[src/rtl/core/i2a_pkg.sv]
// Shared types, constants and the digit encoding function of the integer to ASCII formatter.
package i2a_pkg;

    typedef enum logic [1:0] {
        OP_DEC  = 2'd0,
        OP_HEXL = 2'd1,
        OP_HEXU = 2'd2,
        OP_PTR  = 2'd3
    } t_op;

    typedef enum logic [2:0] {
        ST_IDLE,
        ST_CONV,
        ST_SKIP,
        ST_PFX0,
        ST_PFX1,
        ST_DIGIT
    } t_state;

    localparam int BIN_W      = 32;
    localparam int BCD_DIGITS = 10;
    localparam int BCD_W      = 4 * BCD_DIGITS;
    localparam int NIBBLES    = 16;
    localparam int DIG_W      = 4 * NIBBLES;
    localparam int CNT_W      = $clog2(NIBBLES + 1);
    localparam int DCNT_W     = $clog2(BIN_W + 1);

    localparam logic [7:0] CH_ZERO   = 8'd48;
    localparam logic [7:0] CH_LOW_X  = 8'h78;
    localparam logic [7:0] CH_UP_X   = 8'h58;
    localparam logic [7:0] OFS_LOWER = 8'd87;
    localparam logic [7:0] OFS_UPPER = 8'd55;

    function automatic logic [7:0] digit_char(input logic [3:0] d, input logic upper);
        logic [7:0] ofs;
        ofs = upper ? OFS_UPPER : OFS_LOWER;
        if (d > 4'd9) begin
            return {4'b0, d} + ofs;
        end
        return {4'b0, d} + CH_ZERO;
    endfunction

endpackage

[src/rtl/core/integer_to_ascii_formatter.sv]
// Top level: nibble shift register, leading zero skip and character sequencer.
// Sequence: hex and pointer values are loaded, then the leading zero skip drops one nibble per
// cycle, then characters follow one per cycle; decimal values first pass through the serial
// BCD converter. One transaction at a time: a new one is accepted only in the idle state.
// Characters come out one per cycle with o_strobe and cannot be stalled. Synchronous
// active-low reset returns the sequencer to idle at once.
module integer_to_ascii_formatter (
    input  logic        i_clk,
    input  logic        i_rst_n,
    input  logic        start,
    output logic        busy,
    input  logic [1:0]  i_operation,
    input  logic [63:0] i_value,
    input  logic        i_alt_form,
    output logic        o_strobe,
    output logic [7:0]  o_char_out,
    output logic        o_last_char
);
    import i2a_pkg::*;

    t_state           r_state, n_state;
    t_op              r_op, n_op, in_op;
    logic             r_alt, n_alt;
    logic             r_nonzero, n_nonzero;
    logic [DIG_W-1:0] r_digits, n_digits;
    logic [CNT_W-1:0] r_cnt, n_cnt;
    logic             r_strobe, n_strobe;
    logic [7:0]       r_char, n_char;
    logic             r_last, n_last;
    logic             accept;
    logic             dab_load;
    logic             dab_done;
    logic [BCD_W-1:0] dab_bcd;
    logic             skip_more;
    logic             need_pfx;
    logic [3:0]       top_nib;

    assign in_op    = t_op'(i_operation);
    assign accept   = start && (r_state == ST_IDLE);
    assign dab_load = accept && (in_op == OP_DEC);
    assign top_nib  = r_digits[DIG_W-1 -: 4];

    assign skip_more = (top_nib == 4'd0) && (r_cnt > CNT_W'(1));
    assign need_pfx  = (r_op == OP_PTR) || (r_alt && r_nonzero && r_op != OP_DEC);

    i2a_dabble u_dabble (
        .i_clk   (i_clk),
        .i_rst_n (i_rst_n),
        .i_load  (dab_load),
        .i_bin   (i_value[BIN_W-1:0]),
        .o_done  (dab_done),
        .o_bcd   (dab_bcd)
    );

    always_comb begin
        n_state = r_state;
        unique case (r_state)
            ST_IDLE: begin
                if (start) begin
                    n_state = (in_op == OP_DEC) ? ST_CONV : ST_SKIP;
                end
            end
            ST_CONV: begin
                if (dab_done) begin
                    n_state = ST_SKIP;
                end
            end
            ST_SKIP: begin
                if (!skip_more) begin
                    n_state = need_pfx ? ST_PFX0 : ST_DIGIT;
                end
            end
            ST_PFX0:  n_state = ST_PFX1;
            ST_PFX1:  n_state = ST_DIGIT;
            ST_DIGIT: begin
                if (r_cnt == CNT_W'(1)) begin
                    n_state = ST_IDLE;
                end
            end
            default:  n_state = ST_IDLE;
        endcase
    end

    always_comb begin
        n_op      = r_op;
        n_alt     = r_alt;
        n_nonzero = r_nonzero;
        n_digits  = r_digits;
        n_cnt     = r_cnt;
        n_strobe  = 1'b0;
        n_char    = r_char;
        n_last    = 1'b0;
        unique case (r_state)
            ST_IDLE: begin
                if (start) begin
                    n_op  = in_op;
                    n_alt = i_alt_form;
                    if (in_op == OP_PTR) begin
                        n_nonzero = |i_value;
                        n_digits  = i_value;
                        n_cnt     = CNT_W'(NIBBLES);
                    end else begin
                        n_nonzero = |i_value[BIN_W-1:0];
                        n_digits  = {i_value[BIN_W-1:0], {(DIG_W-BIN_W){1'b0}}};
                        n_cnt     = CNT_W'(BIN_W / 4);
                    end
                end
            end
            ST_CONV: begin
                if (dab_done) begin
                    n_digits = {dab_bcd, {(DIG_W-BCD_W){1'b0}}};
                    n_cnt    = CNT_W'(BCD_DIGITS);
                end
            end
            ST_SKIP: begin
                if (skip_more) begin
                    n_digits = {r_digits[DIG_W-5:0], 4'd0};
                    n_cnt    = r_cnt - CNT_W'(1);
                end
            end
            ST_PFX0: begin
                n_strobe = 1'b1;
                n_char   = CH_ZERO;
            end
            ST_PFX1: begin
                n_strobe = 1'b1;
                n_char   = (r_op == OP_HEXU) ? CH_UP_X : CH_LOW_X;
            end
            ST_DIGIT: begin
                n_strobe = 1'b1;
                n_char   = digit_char(top_nib, r_op == OP_HEXU);
                n_last   = (r_cnt == CNT_W'(1));
                n_digits = {r_digits[DIG_W-5:0], 4'd0};
                n_cnt    = r_cnt - CNT_W'(1);
            end
            default: begin
                n_strobe = 1'b0;
            end
        endcase
    end

    always_ff @(posedge i_clk) begin
        if (!i_rst_n) begin
            r_state  <= ST_IDLE;
            r_strobe <= 1'b0;
        end else begin
            r_state  <= n_state;
            r_strobe <= n_strobe;
        end
    end

    always_ff @(posedge i_clk) begin
        r_op      <= n_op;
        r_alt     <= n_alt;
        r_nonzero <= n_nonzero;
        r_digits  <= n_digits;
        r_cnt     <= n_cnt;
        r_char    <= n_char;
        r_last    <= n_last;
    end

    assign busy        = (r_state != ST_IDLE);
    assign o_strobe    = r_strobe;
    assign o_char_out  = r_char;
    assign o_last_char = r_last;

endmodule

[src/rtl/core/i2a_dabble.sv]
// Serial binary to BCD converter using shift-and-add-3, one input bit per cycle.
module i2a_dabble (
    input  logic                     i_clk,
    input  logic                     i_rst_n,
    input  logic                     i_load,
    input  logic [i2a_pkg::BIN_W-1:0] i_bin,
    output logic                     o_done,
    output logic [i2a_pkg::BCD_W-1:0] o_bcd
);
    import i2a_pkg::*;

    logic [BIN_W-1:0]  r_bin;
    logic [BCD_W-1:0]  r_bcd;
    logic [BCD_W-1:0]  n_adj;
    logic [DCNT_W-1:0] r_cnt;
    logic              r_run;
    logic              r_done;

    // Each BCD digit of 5 or more gets 3 added before the shift.
    always_comb begin
        for (int k = 0; k < BCD_DIGITS; k++) begin
            if (r_bcd[4*k +: 4] >= 4'd5) begin
                n_adj[4*k +: 4] = r_bcd[4*k +: 4] + 4'd3;
            end else begin
                n_adj[4*k +: 4] = r_bcd[4*k +: 4];
            end
        end
    end

    always_ff @(posedge i_clk) begin
        if (!i_rst_n) begin
            r_run  <= 1'b0;
            r_done <= 1'b0;
        end else begin
            r_done <= 1'b0;
            if (i_load) begin
                r_run <= 1'b1;
            end else if (r_run && r_cnt == DCNT_W'(1)) begin
                r_run  <= 1'b0;
                r_done <= 1'b1;
            end
        end
    end

    always_ff @(posedge i_clk) begin
        if (i_load) begin
            r_bin <= i_bin;
            r_bcd <= '0;
            r_cnt <= DCNT_W'(BIN_W);
        end else if (r_run) begin
            r_bcd <= {n_adj[BCD_W-2:0], r_bin[BIN_W-1]};
            r_bin <= {r_bin[BIN_W-2:0], 1'b0};
            r_cnt <= r_cnt - DCNT_W'(1);
        end
    end

    assign o_done = r_done;
    assign o_bcd  = r_bcd;

endmodule

[config.mk]
export PLATFORM = sky130hd
export DESIGN_NAME = integer_to_ascii_formatter
export DESIGN_NICKNAME = d
export VERILOG_FILES = /design/src/rtl/core/i2a_pkg.sv /design/src/rtl/core/integer_to_ascii_formatter.sv /design/src/rtl/core/i2a_dabble.sv
export SDC_FILE = /design/constraint.sdc
export NUM_CORES = 1
export LEC_CHECK = 0
export ABC_AREA = 1
export CORE_MARGIN = 1
export CORE_UTILIZATION = 40
export CTS_CLUSTER_SIZE = 20
export DETAILED_ROUTE_END_ITERATION = 16
export DONT_BUFFER_PORTS = 1
export PLACE_DENSITY = 0.52
export SLEW_MARGIN = 20
export SYNTH_ARGS = -nofsm -noshare
export SYNTH_HDL_FRONTEND = slang
export SYNTH_SLANG_ARGS = --single-unit
[constraint.sdc]
create_clock -name i_clk -period 8.31 [get_ports i_clk]
set_input_delay 0.4155 -clock i_clk [delete_from_list [all_inputs] [get_ports i_clk]]
set_output_delay 0.4155 -clock i_clk [all_outputs]
set_load 0.005 [all_outputs]
## After elaboration in Yosys (flattened, before gate mapping)

Index checks and enable logic that the tools add are counted.

- Eq/ne operators: 15
- $lt $le $gt $ge: 12
- Bitwise operators: 1
- Mux-type cells: 41
- Reduce and logical (&&, ||, !) cells: 23
- $add $sub $neg: 14

Operators by type and width:

| operator | number |
|---|---|
| 64-bit two-way mux | 4 |
| 64-bit case mux with 4 select lines | 1 |
| 32-bit two-way mux | 2 |
| 64-bit OR reduction | 1 |
| 4-bit by 3-bit greater-or-equal comparator with 1-bit output (second input constant) | 10 |
| 4-bit by 2-bit adder with 4-bit output (second input constant) | 9 |
| 4-bit two-way mux | 9 |
| 32-bit OR reduction | 1 |
| 8-bit case mux with 3 select lines | 1 |
| 5-bit two-way mux | 4 |
| 5-bit case mux with 4 select lines | 1 |
| 3-bit two-way mux | 6 |
| 3-bit case mux with 6 select lines | 1 |
| 8-bit two-way mux | 2 |
| 4-bit by 7-bit adder with 8-bit output | 1 |
| 2-bit != test (second input constant) | 4 |
| 4-bit AND reduction | 2 |
| 4-bit by 6-bit adder with 7-bit output (second input constant) | 1 |
| 1-bit two-way mux | 7 |
| 7-bit two-way mux | 1 |
| 2-bit equality test (second input constant) | 3 |
| 3-bit by 2-bit equality test with 1-bit output (second input constant) | 2 |
| 3-bit equality test (second input constant) | 2 |
| 6-bit by 1-bit equality test with 1-bit output (second input constant) | 1 |
| other kinds (22) | 30 |

- Bits of input ports: 70
- Flip-flop bits (word level): 166
- Word-level logic and storage cells: 120

## Logic depth before layout (Yosys ltp)

- Depth after elaboration: 6
- Gate-level depth with buffers: 10
- Mapped depth without buffers: 9

## Modules after synthesis

A second synthesis with hierarchy kept.

- Cells, all modules: 995
- Area, all modules: 8,541.9 µm²

Modules (own cells, without submodules):

| module | area an instance (µm²) | times used | sequential area each (µm²) | cells each |
|---|---|---|---|---|
| integer_to_ascii_formatter | 4,488.1 | 1 | 2,502.4 | 475 |
| i2a_dabble | 4,053.9 | 1 | 1,921.8 | 520 |

## Least setup slack after synthesis

OpenSTA, ideal clock, no wires.

- Kind: reg-to-reg
- From: reg r_digits[60]
- To: reg r_cnt[0] (enable)
- Path slack: 2.145 ns
- Stages on the path, launching flop included: 7
- Library setup time: 0.581 ns
- Arrival time: 5.584 ns
- Required time: 7.729 ns
- Cells stage by stage: edfxtp_1 > inv_1 > ha_1 > nand2_1 > nor2_1 > a31oi_1 > nor3_1

- Cells in the longest elaborated chain, start to end: 4

RTL lines:

| what | RTL line | RTL |
|---|---|---|
| start: declaration | integer_to_ascii_formatter.sv:25 | `logic [DIG_W-1:0] r_digits, n_digits;` |
| start signal: assignment | integer_to_ascii_formatter.sv:156 | `r_digits <= n_digits;` |
| 4-bit zero test | integer_to_ascii_formatter.sv:43 | `assign skip_more = (top_nib == 4'd0) && (r_cnt > CNT_W'(1));` |
| 1-bit logical AND | integer_to_ascii_formatter.sv:43 |  |
| 2-bit != test (no source line) | n/a |  |
| 4-bit AND reduction (no source line) | n/a |  |
| end signal: assignment | integer_to_ascii_formatter.sv:157 | `r_cnt <= n_cnt;` |
| end: declaration | integer_to_ascii_formatter.sv:26 | `logic [CNT_W-1:0] r_cnt, n_cnt;` |

No other way between the ends.
A chain may end at the register's enable or synchronous reset.

## Worst setup path in the final report

- From: reg r_state[2]
- To: reg u_dabble.r_bin[28] (enable)

- Cells in the longest elaborated chain, start to end: 4

RTL lines:

| what | RTL line | RTL |
|---|---|---|
| start: declaration | integer_to_ascii_formatter.sv:21 | `t_state r_state, n_state;` |
| start signal: assignment | integer_to_ascii_formatter.sv:147 | `r_state <= n_state;` |
| 3-bit zero test | integer_to_ascii_formatter.sv:39 | `assign accept = start && (r_state == ST_IDLE);` |
| 1-bit logical AND | integer_to_ascii_formatter.sv:39 |  |
| 1-bit logical AND | integer_to_ascii_formatter.sv:40 | `assign dab_load = accept && (in_op == OP_DEC);` |
| 2-bit nonzero test (no source line) | n/a |  |
| end signal: assignment | i2a_dabble.sv:47 | `r_bin <= i_bin;` |
| end signal: assignment | i2a_dabble.sv:52 | `r_bin <= {r_bin[BIN_W-2:0], 1'b0};` |
| end: declaration | i2a_dabble.sv:12 | `logic [BIN_W-1:0] r_bin;` |

No other way between the ends.

==> results.md <==
- Post-synthesis instance total: around 900
- Endpoints failing hold: 0
- Final period utilization: 29.6%
- Number of global-route vias before repair: between 5000 and 6000
- WL/cell: 18.5 um
- LEAKAGE: roughly 3.7 nW
- CP bufs+invs: 1
- Final weighted congestion in routability-driven placement: about 0.8
- Commonest non-fill, non-tap cell in the layout: nand2_1
- Fin crit period: ~2.5 ns
- Max-cap violation count: 0
- Critical path peak fanout: between 70 and 80
- Pin count of the biggest net entering global routing: 74
- Drt drc: 0
- Area growth, synth to finish: 9.81%
- CTS buffer count: 17
- Most frequent cells in the layout: nand2_1, inv_1, o21ai_0
- Share of async-settable or async-resettable flops after synthesis: 0%
- Nets@finish: around 1000
- Hold depth: 0
- Slew Limit Fails: 0
- Buffers on Ports: 0
- Worst-path clk slew: approximately 0.070 ns
- Crit path DAT: 2.52 ns
- Mapped Nets: ~1000
- Area contributors post-synth: edfxtp_1, dfxtp_1, nand2_1
- Worst-skew pair later-pin latency: between 0.4 and 0.5 ns
- Cell family with most CP delay: simple AND/OR/NAND/NOR gates
- CP max stage delay: approximately 0.51 ns
- Critical Path End Type: register
- Worst Hold Slack: 0.0822 ns
- Fmax: 406 MHz
- Worst Setup Start Kind: register
- Register-to-Register Path Depth: 6
- PD cells: around 380 mW/mm2
- Reg-to-reg slack, setup: approximately 5.8 ns
- Worst path depth: 6
- Critical path, cell by cell: nor2_4, nand2_2, nor2_4, nand2_4, nand2_2, buf_4
- I/O Pins: 81
- GRT Util Overall: approximately 21%
- Vias per inst: 5.16
- FP Rows: 52
- CTS hold repair buffers: 0
- WL final: 22.0 mm
- Antenna-violating nets left: 0
- Netlist Area Pre-Place: between 0.008 and 0.009 mm2
- Filler cells: approximately 2000
- Worst IR Drop VDD: between 0.0002 and 0.00025 V
- Die height: between 100 and 150 um
- Total die area: roughly 0.021 mm2
- Register area share after synthesis: roughly 53%
- CP Data Required Time: around 8.4 ns
- Worst slew pin tran: between 1 and 1.5 ns
- Antenna violations before repair: 0
- Worst setup path start: r_state[2]
- Drt pass-1 iters: 5
- Reg-to-Reg Start: r_state[2]
- Ant diodes: 0
- GRT Residual Overflow: 0
- Seq cells post-synth: 165
- Initial Util: between 40% and 50%
- Slowest CP cell: buf_4
- Syn Area/Cell: between 9 and 10 um2
- Die span in x: 146 um
- Post-DP HPWL: 15.5 mm
- Final setup viols: 0
- CTS tree: built
- Worst hold path type: in -> reg
- Slew margin rel.: a little over a quarter
- Layout cells sized above 1: between 5 and 6%
- Critical setup path kind: reg -> reg
- Clk_skew: about 0.0067 ns
- Root buf cell: clkbuf_16
- Setup Buffers After CTS: 0
- Vias: between 6000 and 7000
- Max clock buf depth: 2
- Clock tree sinks: about 170
- Ys Warns: 0
- Post-synth EDFFs: about 110
- Drt first-iter violations: between 400 and 500
- Placeable Area: between 0.02 and 0.025 mm2
- Yosys top cell area share: between 40% and 50%
- Status: complete, no violations
- Post-synth top area cell: edfxtp_1
- PostCTS Resize Cnt: 0
- Post-route setup TNS: 0 ns
- Crit path capture: u_dabble.r_bin[28]
- CTS H-tree lvls: 4
- First-pass GRT wire length: about 34 mm
- RSZ-0062 raised after global routing: no
- Main synth FF type: edfxtp_1
- Yosys cell types: 36
- Reg-to-reg endpoint: u_dabble.r_bin[28]
## final cells by class
type | count | area (um2) | area share [%]
clock buffers | 17 | 425 | 4.67
clock inverters | 15 | 191 | 2.10
flip-flops and latches | 165 | 4420 | 48.6
multi-input cells | 577 | 3160 | 34.8
repair buffers | 5 | 37.5 | 0.412
inverters | 139 | 522 | 5.73
well taps | 270 | 338 | 3.71
## synth_stat cells (all sizes together), types with 3 or more instances
cell type and n:
o21ai 119, o31ai 4, inv 139, nand4 17, xor2 17, a211oi 3, buf 20, o211ai 34
nor2 49, ha 26, and3 3, a21oi 28, nor3 9, nand2 185, edfxtp 112, nand3 36
a22oi 40, dfxtp 53, clkbuf 17
## cells by family after synthesis
kind of cell | count (synthesis) | synth area share (%)
compound gates | 231 | 16.5
buf+inv | 176 | 8.61
xor+xnor | 17 | 1.80
other cells | 1 | 0.0452
simple gates | 302 | 15.8
fa+ha+maj | 26 | 3.93
flops | 165 | 53.4
## through the flow
stage	cell area (um2)	cells	setup WS, ns	power (W)	util (%)
finish	9100	1188	5.85	0.00347	44.8
detailed placement	8480	1156	5.84	0.00266	41.8
global placement	8480	1156	5.88	0.00265	41.8
global route	9100	1188	5.63	0.00371	44.8
CTS	9100	1188	5.82	0.00350	44.8
floorplan	8290	918	2.15	0.00237	-
## where the power goes
part | leakage [nW] | internal (W) | switching [W]
combinational | 1.84 | 0.000337 | 0.000746
sequential | 1.51 | 0.00134 | 0.000209
clock | 0.298 | 0.000481 | 0.000355
total | 3.65 | 0.00216 | 0.00131
## state kept, by name (all words and copies together) (netlist names), 2 cells and up
name and count:
u_dabble.r_bin 32, r_state 3, o_char_out 7, u_dabble.r_cnt 6
r_op 2, r_digits 64, r_cnt 5, u_dabble.o_bcd 40
## worst min-delay path by stage
stage,from,endpoint
floorplan,u_dabble.r_bin[31],u_dabble.o_bcd[0]
global placement,u_dabble.r_cnt[5],u_dabble.r_cnt[5]
detailed placement,u_dabble.r_cnt[5],u_dabble.r_cnt[5]
CTS,i_alt_form,r_alt
global route,i_alt_form,r_alt
finish,i_operation[1],r_op[1]
## per-layer routing
metal	track usage [%]	up-vias	share of wire [%]
met3	5.42	12	5.8
met1	28.5	2864	46
met5	0	-	0
met4	5.47	0	0.80
met2	34.7	146	48
li1	-	3112	-
No activity file was read; power rests on OpenSTA's default activity.
